**src/design/jsu_pkg.sv**
```systemverilog
// ----------------------------------------------------------------------------
// jsu_pkg
// Shared types, codes and helpers for the JSON string unescaper.
// ----------------------------------------------------------------------------
package jsu_pkg;

   // Decoder mode
   typedef enum logic [1:0] {
      MODE_IDLE   = 2'd0,
      MODE_STRING = 2'd1,
      MODE_ESCAPE = 2'd2,
      MODE_HEX    = 2'd3
   } mode_type;

   // Result kind
   typedef enum logic [1:0] {
      KIND_BYTE  = 2'd0,
      KIND_DONE  = 2'd1,
      KIND_ERROR = 2'd2
   } kind_type;

   // Error cause
   typedef enum logic [2:0] {
      CAUSE_NONE       = 3'd0,
      CAUSE_NO_QUOTE   = 3'd1,
      CAUSE_BAD_ESCAPE = 3'd2,
      CAUSE_BAD_HEX    = 3'd3,
      CAUSE_ENDED      = 3'd4
   } cause_type;

   // Source characters
   localparam logic [7:0] CHAR_QUOTE     = 8'h22;
   localparam logic [7:0] CHAR_BACKSLASH = 8'h5C;
   localparam logic [7:0] CHAR_SLASH     = 8'h2F;
   localparam logic [7:0] CHAR_B         = 8'h62;
   localparam logic [7:0] CHAR_F         = 8'h66;
   localparam logic [7:0] CHAR_N         = 8'h6E;
   localparam logic [7:0] CHAR_R         = 8'h72;
   localparam logic [7:0] CHAR_T         = 8'h74;
   localparam logic [7:0] CHAR_U         = 8'h75;

   // UTF-8 lead and continuation marks
   localparam logic [7:0] UTF8_CONT  = 8'h80;
   localparam logic [7:0] UTF8_LEAD2 = 8'hC0;
   localparam logic [7:0] UTF8_LEAD3 = 8'hE0;

   // Results caused by one request: up to three data bytes, then an
   // optional done or error result.
   typedef struct packed {
      logic [1:0]      n_bytes;
      logic [2:0][7:0] bytes;
      logic            has_tail;
      kind_type        tail_kind;
      cause_type       tail_cause;
   } bundle_type;

   // Hex digit value; bit 4 flags a valid digit.
   function automatic logic [4:0] hex_value(input logic [7:0] c);
      logic [4:0] v;
      v = 5'd0;
      if (c >= 8'h30 && c <= 8'h39) begin
         v = {1'b1, 4'(c - 8'h30)};
      end else if (c >= 8'h61 && c <= 8'h66) begin
         v = {1'b1, 4'(c - 8'h57)};
      end else if (c >= 8'h41 && c <= 8'h46) begin
         v = {1'b1, 4'(c - 8'h37)};
      end
      return v;
   endfunction

endpackage

```
**src/design/json_string_unescape_utf8.sv**
```systemverilog
// Latency: first result of a request is shown the cycle after it is accepted.
// Throughput: one request per cycle when each gives at most one result and
//   the receiver does not stall; a request that gives several results holds
//   the result register until its last result leaves, and the input is stalled.
// Reset: synchronous, active high; decoder idle awaiting an opening quote,
//   result register empty.
// ----------------------------------------------------------------------------
// json_string_unescape_utf8
// Decodes a JSON string literal byte stream, escapes and \uXXXX to UTF-8.
// ----------------------------------------------------------------------------
module json_string_unescape_utf8 (
   input  logic       clock,
   input  logic       reset,
   input  logic       req_valid,
   output logic       req_stall,
   input  logic [7:0] req_data_byte,
   input  logic       req_end_of_text,
   output logic       rsp_valid,
   input  logic       rsp_stall,
   output logic [1:0] rsp_result_kind,
   output logic [7:0] rsp_out_byte,
   output logic [2:0] rsp_error_cause,
   output logic       rsp_last
);
   import jsu_pkg::*;

   bundle_type bundle;
   logic       load_ready;
   logic       accept;

   assign req_stall = !load_ready;
   assign accept    = req_valid && load_ready;

   // Decode one request
   jsu_decode u_decode (
      .clock       (clock),
      .reset       (reset),
      .accept      (accept),
      .data_byte   (req_data_byte),
      .end_of_text (req_end_of_text),
      .bundle      (bundle)
   );

   // Serialize its results
   jsu_emit u_emit (
      .clock           (clock),
      .reset           (reset),
      .accept          (accept),
      .bundle_in       (bundle),
      .load_ready      (load_ready),
      .rsp_valid       (rsp_valid),
      .rsp_stall       (rsp_stall),
      .rsp_result_kind (rsp_result_kind),
      .rsp_out_byte    (rsp_out_byte),
      .rsp_error_cause (rsp_error_cause),
      .rsp_last        (rsp_last)
   );

endmodule

```
**src/design/jsu_decode.sv**
```systemverilog
// ----------------------------------------------------------------------------
// jsu_decode
// Decoder state and the single-pass decode of one source byte into a bundle.
// ----------------------------------------------------------------------------
module jsu_decode (
   input  logic               clock,
   input  logic               reset,
   input  logic               accept,
   input  logic [7:0]         data_byte,
   input  logic               end_of_text,
   output jsu_pkg::bundle_type bundle
);
   import jsu_pkg::*;

   mode_type    mode_ff, mode_in;
   logic [1:0]  digits_ff, digits_in;
   logic [11:0] acc_ff, acc_in;

   logic [4:0]  hv;
   logic [15:0] code;
   logic [7:0]  esc_byte;
   logic        esc_known;
   logic        produced;
   logic        go_idle;

   assign hv   = hex_value(data_byte);
   assign code = {acc_ff, hv[3:0]};

   // Simple escape table
   always_comb begin
      esc_known = 1'b1;
      case (data_byte)
         CHAR_QUOTE:     esc_byte = CHAR_QUOTE;
         CHAR_BACKSLASH: esc_byte = CHAR_BACKSLASH;
         CHAR_SLASH:     esc_byte = CHAR_SLASH;
         CHAR_B:         esc_byte = 8'h08;
         CHAR_F:         esc_byte = 8'h0C;
         CHAR_N:         esc_byte = 8'h0A;
         CHAR_R:         esc_byte = 8'h0D;
         CHAR_T:         esc_byte = 8'h09;
         default: begin
            esc_byte  = 8'h00;
            esc_known = 1'b0;
         end
      endcase
   end

   // Next state and results for this request
   always_comb begin
      mode_in   = mode_ff;
      digits_in = digits_ff;
      acc_in    = acc_ff;
      bundle    = '0;
      bundle.tail_kind  = KIND_BYTE;
      bundle.tail_cause = CAUSE_NONE;
      produced  = 1'b0;
      go_idle   = 1'b0;

      case (mode_ff)
         MODE_IDLE: begin
            if (data_byte != CHAR_QUOTE) begin
               bundle.has_tail   = 1'b1;
               bundle.tail_kind  = KIND_ERROR;
               bundle.tail_cause = CAUSE_NO_QUOTE;
               go_idle = 1'b1;
            end else if (end_of_text) begin
               bundle.has_tail   = 1'b1;
               bundle.tail_kind  = KIND_ERROR;
               bundle.tail_cause = CAUSE_ENDED;
               go_idle = 1'b1;
            end else begin
               mode_in = MODE_STRING;
            end
         end
         MODE_STRING: begin
            if (data_byte == CHAR_QUOTE) begin
               bundle.has_tail  = 1'b1;
               bundle.tail_kind = KIND_DONE;
               go_idle = 1'b1;
            end else if (data_byte == CHAR_BACKSLASH) begin
               if (end_of_text) begin
                  bundle.has_tail   = 1'b1;
                  bundle.tail_kind  = KIND_ERROR;
                  bundle.tail_cause = CAUSE_ENDED;
                  go_idle = 1'b1;
               end else begin
                  mode_in = MODE_ESCAPE;
               end
            end else begin
               bundle.n_bytes  = 2'd1;
               bundle.bytes[0] = data_byte;
               produced = 1'b1;
            end
         end
         MODE_ESCAPE: begin
            if (esc_known) begin
               bundle.n_bytes  = 2'd1;
               bundle.bytes[0] = esc_byte;
               mode_in  = MODE_STRING;
               produced = 1'b1;
            end else if (data_byte == CHAR_U) begin
               if (end_of_text) begin
                  bundle.has_tail   = 1'b1;
                  bundle.tail_kind  = KIND_ERROR;
                  bundle.tail_cause = CAUSE_ENDED;
                  go_idle = 1'b1;
               end else begin
                  mode_in   = MODE_HEX;
                  digits_in = 2'd0;
                  acc_in    = 12'd0;
               end
            end else begin
               bundle.has_tail   = 1'b1;
               bundle.tail_kind  = KIND_ERROR;
               bundle.tail_cause = CAUSE_BAD_ESCAPE;
               go_idle = 1'b1;
            end
         end
         MODE_HEX: begin
            if (digits_ff != 2'd3 && end_of_text) begin
               bundle.has_tail   = 1'b1;
               bundle.tail_kind  = KIND_ERROR;
               bundle.tail_cause = CAUSE_ENDED;
               go_idle = 1'b1;
            end else if (!hv[4]) begin
               bundle.has_tail   = 1'b1;
               bundle.tail_kind  = KIND_ERROR;
               bundle.tail_cause = CAUSE_BAD_HEX;
               go_idle = 1'b1;
            end else if (digits_ff != 2'd3) begin
               acc_in    = {acc_ff[7:0], hv[3:0]};
               digits_in = digits_ff + 2'd1;
            end else begin
               // Fourth digit: encode the code point as UTF-8
               if (code[15:7] == 9'd0) begin
                  bundle.n_bytes  = 2'd1;
                  bundle.bytes[0] = code[7:0];
               end else if (code[15:11] == 5'd0) begin
                  bundle.n_bytes  = 2'd2;
                  bundle.bytes[0] = UTF8_LEAD2 | {3'b000, code[10:6]};
                  bundle.bytes[1] = UTF8_CONT | {2'b00, code[5:0]};
               end else begin
                  bundle.n_bytes  = 2'd3;
                  bundle.bytes[0] = UTF8_LEAD3 | {4'b0000, code[15:12]};
                  bundle.bytes[1] = UTF8_CONT | {2'b00, code[11:6]};
                  bundle.bytes[2] = UTF8_CONT | {2'b00, code[5:0]};
               end
               mode_in   = MODE_STRING;
               digits_in = 2'd0;
               acc_in    = 12'd0;
               produced  = 1'b1;
            end
         end
         default: begin
            go_idle = 1'b1;
         end
      endcase

      // Data followed by end of text is still an error
      if (produced && end_of_text) begin
         bundle.has_tail   = 1'b1;
         bundle.tail_kind  = KIND_ERROR;
         bundle.tail_cause = CAUSE_ENDED;
         go_idle = 1'b1;
      end

      if (go_idle) begin
         mode_in   = MODE_IDLE;
         digits_in = 2'd0;
         acc_in    = 12'd0;
      end
   end

   // State registers, updated per accepted request
   always_ff @(posedge clock) begin
      if (reset) begin
         mode_ff   <= MODE_IDLE;
         digits_ff <= 2'd0;
         acc_ff    <= 12'd0;
      end else if (accept) begin
         mode_ff   <= mode_in;
         digits_ff <= digits_in;
         acc_ff    <= acc_in;
      end
   end

   // Digit count and accumulator only live inside a \u sequence
   a_hex_clear: assert property (@(posedge clock) disable iff (reset)
      (mode_ff != MODE_HEX) |-> (digits_ff == 2'd0 && acc_ff == 12'd0))
      else $error("hex state not cleared outside \\u");

   // A bundle carries three data bytes and a tail only at end of text
   a_bundle_size: assert property (@(posedge clock) disable iff (reset)
      !(bundle.n_bytes == 2'd3 && bundle.has_tail && !end_of_text))
      else $error("three data bytes with a tail but no end of text");

   // Accepted digits advance the count by one
   a_digit_step: assert property (@(posedge clock) disable iff (reset)
      (accept && mode_ff == MODE_HEX && mode_in == MODE_HEX)
         |=> (digits_ff == $past(digits_ff) + 2'd1))
      else $error("hex digit count did not advance");

endmodule

```
**src/design/jsu_emit.sv**
```systemverilog
// ----------------------------------------------------------------------------
// jsu_emit
// Result register: holds one bundle and hands out its results one per cycle when not stalled.
// ----------------------------------------------------------------------------
module jsu_emit (
   input  logic                clock,
   input  logic                reset,
   input  logic                accept,
   input  jsu_pkg::bundle_type bundle_in,
   output logic                load_ready,
   output logic                rsp_valid,
   input  logic                rsp_stall,
   output logic [1:0]          rsp_result_kind,
   output logic [7:0]          rsp_out_byte,
   output logic [2:0]          rsp_error_cause,
   output logic                rsp_last
);
   import jsu_pkg::*;

   bundle_type  bundle_ff;
   logic        valid_ff, valid_in;
   logic [1:0]  idx_ff, idx_in;
   logic [2:0]  total;
   logic [2:0]  total_new;
   logic        is_last;
   logic        is_byte;
   logic [7:0]  cur_byte;

   assign total     = {1'b0, bundle_ff.n_bytes} + {2'b00, bundle_ff.has_tail};
   assign total_new = {1'b0, bundle_in.n_bytes} + {2'b00, bundle_in.has_tail};
   assign is_last   = ({1'b0, idx_ff} + 3'd1) == total;
   assign is_byte   = idx_ff < bundle_ff.n_bytes;

   // Free for a new bundle when empty or the last result leaves now
   assign load_ready = !valid_ff || (is_last && !rsp_stall);

   // Current result
   always_comb begin
      case (idx_ff)
         2'd0:    cur_byte = bundle_ff.bytes[0];
         2'd1:    cur_byte = bundle_ff.bytes[1];
         2'd2:    cur_byte = bundle_ff.bytes[2];
         default: cur_byte = 8'h00;
      endcase
   end

   assign rsp_valid       = valid_ff;
   assign rsp_result_kind = is_byte ? KIND_BYTE : bundle_ff.tail_kind;
   assign rsp_out_byte    = is_byte ? cur_byte : 8'h00;
   assign rsp_error_cause = is_byte ? CAUSE_NONE : bundle_ff.tail_cause;
   assign rsp_last        = is_last;

   // Index and occupancy
   always_comb begin
      valid_in = valid_ff;
      idx_in   = idx_ff;
      if (valid_ff && !rsp_stall) begin
         if (is_last) begin
            valid_in = 1'b0;
         end else begin
            idx_in = idx_ff + 2'd1;
         end
      end
      if (accept && total_new != 3'd0) begin
         valid_in = 1'b1;
         idx_in   = 2'd0;
      end
   end

   always_ff @(posedge clock) begin
      if (reset) begin
         valid_ff <= 1'b0;
         idx_ff   <= 2'd0;
      end else begin
         valid_ff <= valid_in;
         idx_ff   <= idx_in;
      end
   end

   // Payload register, no reset
   always_ff @(posedge clock) begin
      if (accept && total_new != 3'd0) begin
         bundle_ff <= bundle_in;
      end
   end

   // The index stays inside the held bundle
   a_idx_range: assert property (@(posedge clock) disable iff (reset)
      valid_ff |-> ({1'b0, idx_ff} < total))
      else $error("result index past end of bundle");

   // Done and error results always close a request's results
   a_tail_last: assert property (@(posedge clock) disable iff (reset)
      (valid_ff && !is_byte) |-> is_last)
      else $error("tail result not last");

   // Error results carry a cause, others do not
   a_cause: assert property (@(posedge clock) disable iff (reset)
      valid_ff |-> ((rsp_result_kind == KIND_ERROR) == (rsp_error_cause != CAUSE_NONE)))
      else $error("error cause mismatch");

endmodule

```
**config.mk**
```make
export PLATFORM = sky130hd
export DESIGN_NAME = json_string_unescape_utf8
export DESIGN_NICKNAME = d
export VERILOG_FILES = /design/src/design/jsu_pkg.sv /design/src/design/json_string_unescape_utf8.sv /design/src/design/jsu_decode.sv /design/src/design/jsu_emit.sv
export SDC_FILE = /design/constraint.sdc
export NUM_CORES = 1
export LEC_CHECK = 0
export BUFFER_PORTS_ARGS = -buffer_cell sky130_fd_sc_hd__buf_4
export CELL_PAD_IN_SITES_DETAIL_PLACEMENT = 0
export CELL_PAD_IN_SITES_GLOBAL_PLACEMENT = 1
export CORE_MARGIN = 5
export CORE_UTILIZATION = 40
export CTS_BUF_LIST = sky130_fd_sc_hd__clkbuf_2
export CTS_CLUSTER_SIZE = 14
export DETAILED_ROUTE_END_ITERATION = 12
export HOLD_SLACK_MARGIN = 0.15
export PLACE_DENSITY_LB_ADDON = 0.12
export RECOVER_POWER = 50
export SYNTH_ARGS = -nofsm -noshare
export SYNTH_HDL_FRONTEND = slang
export SYNTH_SLANG_ARGS = --single-unit
```
**constraint.sdc**
```tcl
create_clock -name clock -period 11.1 [get_ports clock]
set_input_delay 2.22 -clock clock [delete_from_list [all_inputs] [get_ports clock]]
set_output_delay 2.22 -clock clock [all_outputs]
set_load 0.005 [all_outputs]
```
Word level (Yosys, flattened, before mapping)
Index checks and enable logic that the tools add are counted.
- add/subtract/negate cells: 8
- multiplexer cells: 86
- order comparisons: 7
- eq/ne operators: 30
- reductions and logical operators: 29
- bitwise logic cells: 3
- operator list (cell ; count):
    two-way mux 12 bit ; 7
    two-way mux 26 bit ; 3
    == test 8 x 7 -> 1 bit, second input constant ; 7
    one-hot mux 7 bit (8 select lines) ; 1
    two-way mux 6 bit ; 8
    one-hot mux 8 bit (3 select lines) ; 2
    two-way mux 2 bit ; 22
    two-way mux 8 bit ; 5
    one-hot mux 12 bit (2 select lines) ; 1
    one-hot mux 6 bit (4 select lines) ; 1
    two-way mux 1 bit ; 22
    != test 3 x 2 -> 1 bit, second input constant ; 7
    == test 8 x 6 -> 1 bit, second input constant ; 2
    >= comparator 8 x 7 -> 1 bit, second input constant ; 2
    <= comparator 8 x 7 -> 1 bit, second input constant ; 2
    two-way mux 16 bit ; 1
    two-way mux 5 bit ; 3
    two-way mux 14 bit ; 1
    AND reduction 11 bit ; 1
    logical AND 1 bit ; 9
    logical NOT 9 bit ; 1
    two-way mux 3 bit ; 3
    != test 3 x 1 -> 1 bit, second input constant ; 3
    >= comparator 8 x 6 -> 1 bit, second input constant ; 1
    34 further kinds ; 48
- register bits: 51
- bits of input ports: 13
- word-level logic and storage cells: 176
- output and inout port bits: 16

Longest topological paths before layout
Gate-level depths: netlist of the first run.
- depth in word-level cells: 16
- depth in mapped cells: 15
- depth with buffers taken out: 13

Cells and area by module
From an unflattened synthesis of the first run, not the netlist that was laid out.
- cell total of the unflattened synthesis: 350
- area total of the unflattened synthesis: 3305.7 sq um
- modules (own cells, without submodules) (module ; cells an instance ; instances ; sequential area each (sq um) ; area each (sq um)):
    jsu_decode ; 257 ; 1 ; 320.3 ; 1859.3
    jsu_emit ; 91 ; 1 ; 1021.0 ; 1436.4
    json_string_unescape_utf8 ; 2 ; 1 ; 0.0 ; 10.0

Least setup slack after synthesis of the first run
No wires, ideal clock.
- path type: input port to flip-flop
- start point: input port req_data_byte[0]
- end point: register u_emit.bundle_ff[0] (netlist name), enable pin
- setup time: 420 ps
- arrival time: 6061 ps
- buffers on the path: 3
- data required time: 10680 ps
- path slack: 4619 ps
- cell stages on the path: 14
- cell sequence: inv_1 -> ha_1 -> or3b_1 -> buf_2 -> or4_4 -> and3_1 -> buf_6 -> o31ai_4 -> buf_6 -> nand2_1 -> ha_1 -> ha_1 -> nor3_1 -> nor2_1
- RTL lines (item ; RTL line ; RTL):
    start: declaration ; json_string_unescape_utf8.sv:16 ; input logic [7:0] req_data_byte,
    end signal: assignment ; jsu_emit.sv:83 ; bundle_ff <= bundle_in;
    end: declaration ; jsu_emit.sv:20 ; bundle_type bundle_ff;

==> results.tsv, run 1 <==
metric	value	unit
final-max-slew-violation-count	22	
cpPeakStageDelay	1980	ps
crit_type	in2reg	
core-area	0.00826	mm^2
diodes	0	
crit_slowest_cell	o31ai_1	
p_per_area	88.7	mW/mm^2
wl_per_cell	17.1	um
met2WireLength	3630	um
leakagePower	0.00137	uW
outcome	finished with violations	
syn_area_per_cell	9.25	um^2
postSynthCellCount	368	
finalSetupTns	0	ps
p_switching	89.3	uW
synth_area_leaders	edfxtp_1, dfxtp_1, ha_1, nor2_1, mux2i_1	
switching_share	27.5	%
setup_viol	0	
yosys.area.top_type	edfxtp_1	
htree_levels	2	
cts_resized	0	
cts-buffers-inserted	5	
crit_chain	clkbuf_1 -> inv_1 -> ha_1 -> or3b_1 -> or4_4 -> and3_1 -> o31ai_1 -> nand2_1 -> ha_1 -> ha_1 -> nor3_1 -> nor2_2 -> buf_4	
antenna_left	0	
synthTopCellsByCount	nor2_1, nand2_1, edfxtp_1	
grt.total_usage	16.7	%
syn_to_final_growth	7.31	%
start_util	41.2	%
port_buffers	28	
slew_headroom	-72.0	%
dieHeight	102	um
synth_edf_count	30	
min_path_type	reg2reg	
ys_ff_latch	49	
reg2reg_depth	10	
nFillCells	864	
gr-total-overflow	0	
seq_power_share	62.1	%
crit_required	11230	ps
antenna_found_initial	0	
syn_area	0.00341	mm^2
hold_buffers	0	
routabilityCongestion	0.813	
grt_pass1_vias	2695	
die-area	0.0105	mm^2
grt_pass1_wl	14000	um
wl_met3	363	um
ys_seq_area_share	37.6	%
cts_tree	built	
final_area	0.00365	mm^2
rsz0062_at_grt	no	
synthesis.nets	400	
io_pins	29	
hold_viol_final	0	
top_layer	met4	
synth_top_area_share	26.5	%
grt_max_degree	28	
synthArstFlopShare	0	%
drt_iter0_markers	202	
crit_path_max_fanout	27	
dp_hpwl	6330	um
failed_checks	capacitance limit, slew limit	
row_count	33	
clock_latency	440	ps
fin_crit	7560	ps
post-route-drc-count	0	
total_power	324	uW
ctsLongestPathBuffers	2	
post_cts.repair.setup_buffers	0	
clock_skew	26.7	ps
crit_path_start_kind	input port	
wl_met1	4200	um
cts.sinks	49	
drt_wl_total	8350	um
whs_path_depth	2	
dr.pass1.iters	5	
vias_per_cell	5.66	
min_period_over_period	68.1	%
tightest_slew	2560	ps
critPathMostFrequentCell	ha_1	
intPower	235	uW
cts_root_buffer	clkbuf_2	
nets	414	
yosys_most_used_dff	edfxtp_1	
comb_power_share	14.1	%
worstSetupEndpointType	flop	
ys_warn_count	0	
die_w	102	um
fmax	132	MHz
synth.most_common_cell	nor2_1	
path_clk_slew	280	ps
ys_types	69	
vias	2761	
cp.arrival	7690	ps
drv_cap	1	
clock_power_share	23.7	%
drive_above_1_share	12.5	%
dpl_cell_area	0.00364	mm^2
vdd_ir_drop_max	41.1	uV
[cells by family (layout without fill, tap and decap cells)]
group,Yosys count,after routing,synth area share (%)
muxes,16,16,4.78
buffers and inverters,38,53,5.33
xor gates and xnor gates,5,5,1.29
DFF,49,49,37.6
adders and majority gates,19,19,6.98
and+or+nand+nor,162,162,26.1
AOI/OAI and AO/OA,79,79,17.9
[metrics by stage]
stage	instances	hold WS (ps)	util (%)	worst slack (ps)
after floorplan	368	458	-	4620
after global placement	480	484	44.1	4780
after detailed placement	480	487	44.1	4600
after CTS	488	516	44.7	5100
after global routing	488	545	44.3	3110
final	488	513	44.3	3540
[placed cells by master (no fill, tap or decap), types with 5 or more instances in the layout]
cell,Yosys,final
inv_1,13,13
a222oi_1,8,8
nand4_1,16,16
clkbuf_4,0,15
and3_1,5,5
dfxtp_1,19,19
nor2b_1,7,7
a31oi_1,5,5
mux2i_1,14,14
nor2_1,40,39
nand2_1,31,31
nor3_1,12,12
nor4_1,5,5
buf_4,1,14
ha_1,19,19
o21ai_0,14,14
a21oi_1,17,17
edfxtp_1,30,30
clkbuf_2,0,5
nand2b_1,20,20
[path summary, 6_finish.rpt]
| check | slack, ps | startpoint | endpoint |
|---|---|---|---|
| worst max register to register | 5970 | u_decode.mode_ff[1] | u_emit.bundle_ff[17] |
| worst min register to register | 510 | u_decode.acc_ff[9] | u_decode.acc_ff[9] |
| worst max-delay path | 3540 | req_data_byte[0] | u_emit.bundle_ff[17] |
| worst min-delay path | 510 | u_decode.acc_ff[9] | u_decode.acc_ff[9] |
[layer usage]
layer	global-route usage, %	vias to the layer above
met5	0	-
met4	5.15	0
met3	2.80	12
met2	25.1	70
met1	24.5	1274
li1	-	1405
[state kept, by name, summed over array words and instances (netlist names)]
signal              flops
u_decode.mode_ff        2
u_emit.bundle_ff       30
u_emit.rsp_valid        1
u_decode.acc_ff        12
u_decode.digits_ff      2
u_emit.idx_ff           2
[layout make-up]
type                            instances  area, um^2  area share [%]
Inverter                               14        52.6            1.44
Tap cell                              105         131            3.59
Clock inverter                          3        21.3           0.582
Timing Repair Buffer                   31         225            6.16
Sequential cell                        49        1280            35.1
Clock buffer                            5        25.0           0.685
Multi-Input combinational cell        281        1920            52.5
[power by group through the flow]
stage / Combinational [uW] / Sequential (uW) / Clock [uW]
after floorplan: 29.7 / 205 / 0
after global placement: 47.3 / 205 / 0
after detailed placement: 47.3 / 205 / 0
after CTS: 47.4 / 202 / 79.8
after global routing: 51.0 / 202 / 87.1
final: 45.9 / 201 / 76.9
[worst max-delay path: cells and delay by family]
family | cells | cell delay (ps)
buffers and inverters | 3 | 690
adder cells (fa/ha/maj) | 3 | 850
AND/OR/NAND/NOR | 6 | 1930
AO/OA/AOI/OAI | 1 | 1980
Power figures use the tool's default switching activity.
==> run 2, diff against run 1 <==
==> constraint.sdc (replaced) <==
create_clock -name clock -period 7 [get_ports clock]
set_input_delay 1.4 -clock clock [delete_from_list [all_inputs] [get_ports clock]]
set_output_delay 1.4 -clock clock [all_outputs]
set_load 0.005 [all_outputs]
==> run 2 against run 1 <==
  * Critical endpoint is now u_emit.bundle_ff[8]
  * The run now ends clean
  * Sequential share of layout area decreased by 0.16 points
  * Hold slack about the same
  * Count of clock-buffer cells in the layout unchanged
  * Clock power increased by 60%
  * Die area unchanged
  * Sequential power increased by 59%
  * Combinational power increased by 59%
  * Register-to-register slack got worse by 2700 ps
==> results.tsv, run 2 (same netlist as run 1, synthesis figures left out) <==
metric	value	unit
worstSetupEndpointType	flop	
core-area	0.00826	mm^2
final-max-slew-violation-count	0	
hold_viol_final	0	
port_buffers	28	
syn_to_final_growth	7.79	%
final_area	0.00367	mm^2
dpl_cell_area	0.00364	mm^2
tightest_slew	981	ps
crit_path_start_kind	input port	
drv_cap	0	
crit_required	7150	ps
start_util	41.2	%
final_cells	488	
die_w	102	um
regToRegStartpoint	u_decode.mode_ff[1]	
setup_viol	0	
min_from	u_decode.acc_ff[9]	
nets	414	
row_count	33	
drt_iter0_markers	266	
diodes	0	
total_power	515	uW
vias	2763	
cts_tree	built	
cts_root_buffer	clkbuf_2	
cp.arrival	5550	ps
crit_path_max_fanout	27	
placed_cells	480	
post_cts.repair.setup_buffers	0	
antenna_left	0	
crit_family	compound AO/OA/AOI/OAI gates	
largest_register	u_emit.bundle_ff	
final_common_cell	nor2_1	
drive_above_1_share	12.8	%
startpoint	req_data_byte[0]	
setup_slack	1590	ps
grt_pass1_vias	2636	
vdd_ir_drop_max	50.5	uV
min_period_over_period	77.3	%
min_path_type	reg2reg	
crit_chain	clkbuf_1 -> inv_1 -> ha_1 -> o21bai_1 -> a2111oi_0 -> clkbuf_1 -> nor3b_1 -> nand3b_4 -> o32ai_4 -> nand2_1 -> ha_1 -> ha_1 -> nor3_1 -> nor2_2 -> buf_4	
cts.sinks	49	
grt_max_degree	28	
critPathMostFrequentCell	ha_1	
fin_crit	5410	ps
final_cell_mix	nor2_1, nand2_1, edfxtp_1	
drt_wl_total	8360	um
routabilityCongestion	0.813	
clock_skew	25.3	ps
cts_resized	0	
dr.pass1.iters	4	
outcome	finished clean	
die-area	0.0105	mm^2
grt.total_usage	16.7	%
path_clk_slew	280	ps
dp_hpwl	6340	um
leakagePower	0.00137	uW
finalSetupTns	0	ps
io_pins	29	
hold_buffers	0	
cpPeakStageDelay	690	ps
gr-total-overflow	0	
slew_headroom	34.0	%
post-route-drc-count	0	
antenna_found_initial	0	
largest_reg_flops	30	
dieHeight	102	um
top_regs	u_emit.bundle_ff x30, u_decode.acc_ff x12	
p_per_area	140	mW/mm^2
crit_slowest_cell	o32ai_4	
cts-buffers-inserted	5	
vias_per_cell	5.66	
ctsLongestPathBuffers	2	
crit_type	in2reg	
wl_per_cell	17.1	um
grt_pass1_wl	13800	um
htree_levels	2	
fmax	185	MHz
rsz0062_at_grt	no	
preCtsSetupSlack	1310	ps
clock_latency	450	ps
path_buf_inv	4	
[run 2: cell types whose count changed in the layout (fill, tap and decap cells not counted)]
cell | previous run | this run
o41ai_2 | 0 | 1
nor3b_1 | 2 | 3
o31ai_4 | 0 | 1
o41ai_1 | 2 | 1
nor3b_2 | 1 | 0
o31ai_1 | 1 | 0
[run 2: worst paths after layout]
path                         end  slack, ps  cells past startpoint
min reg2reg   u_decode.acc_ff[9]        510                      2
max          u_emit.bundle_ff[8]       1590                     15
min           u_decode.acc_ff[9]        510                      2
max reg2reg  u_emit.bundle_ff[8]       3260                     11
[run 2: area by class of cell]
cell class	instances	area (um^2)
clock buffer	5	25.0
clock inverter	3	21.3
fill	840	4590
inverter	14	52.6
multi-input combinational	281	1930
sequential	49	1280
tap	105	131
timing repair buffer	31	225
[run 2: tightest hold or removal path, delay by kind of cell, from the launching register on]
family / cells / cell delay [ps]
flops: 1 / 390
mux: 1 / 60
simple gates: 1 / 60
[run 2: per-layer routing]
metal | track usage [%] | vias to the layer above | share of wire [%]
li1 | - | 1404 | -
met2 | 25.6 | 69 | 44
met4 | 4.94 | 0 | 1.5
met5 | 0 | - | 0
met3 | 2.53 | 11 | 4.2
met1 | 24.4 | 1279 | 50
[run 2: power breakdown]
group / total (uW) / switching (uW) / leakage (uW) / internal, uW
sequential: 319 / 3.49 / 0.000441 / 316
combinational: 72.9 / 41.8 / 0.000901 / 31.1
clock: 123 / 97.3 / 0.0000294 / 25.3
total: 515 / 143 / 0.00137 / 372
[run 2: per-stage QoR]
stage | util, % | hold slack (ps)
after floorplan | - | 458
after global routing | 44.5 | 549
after detailed placement | 44.1 | 486
after CTS | 44.7 | 516
final | 44.5 | 514
after global placement | 44.1 | 484
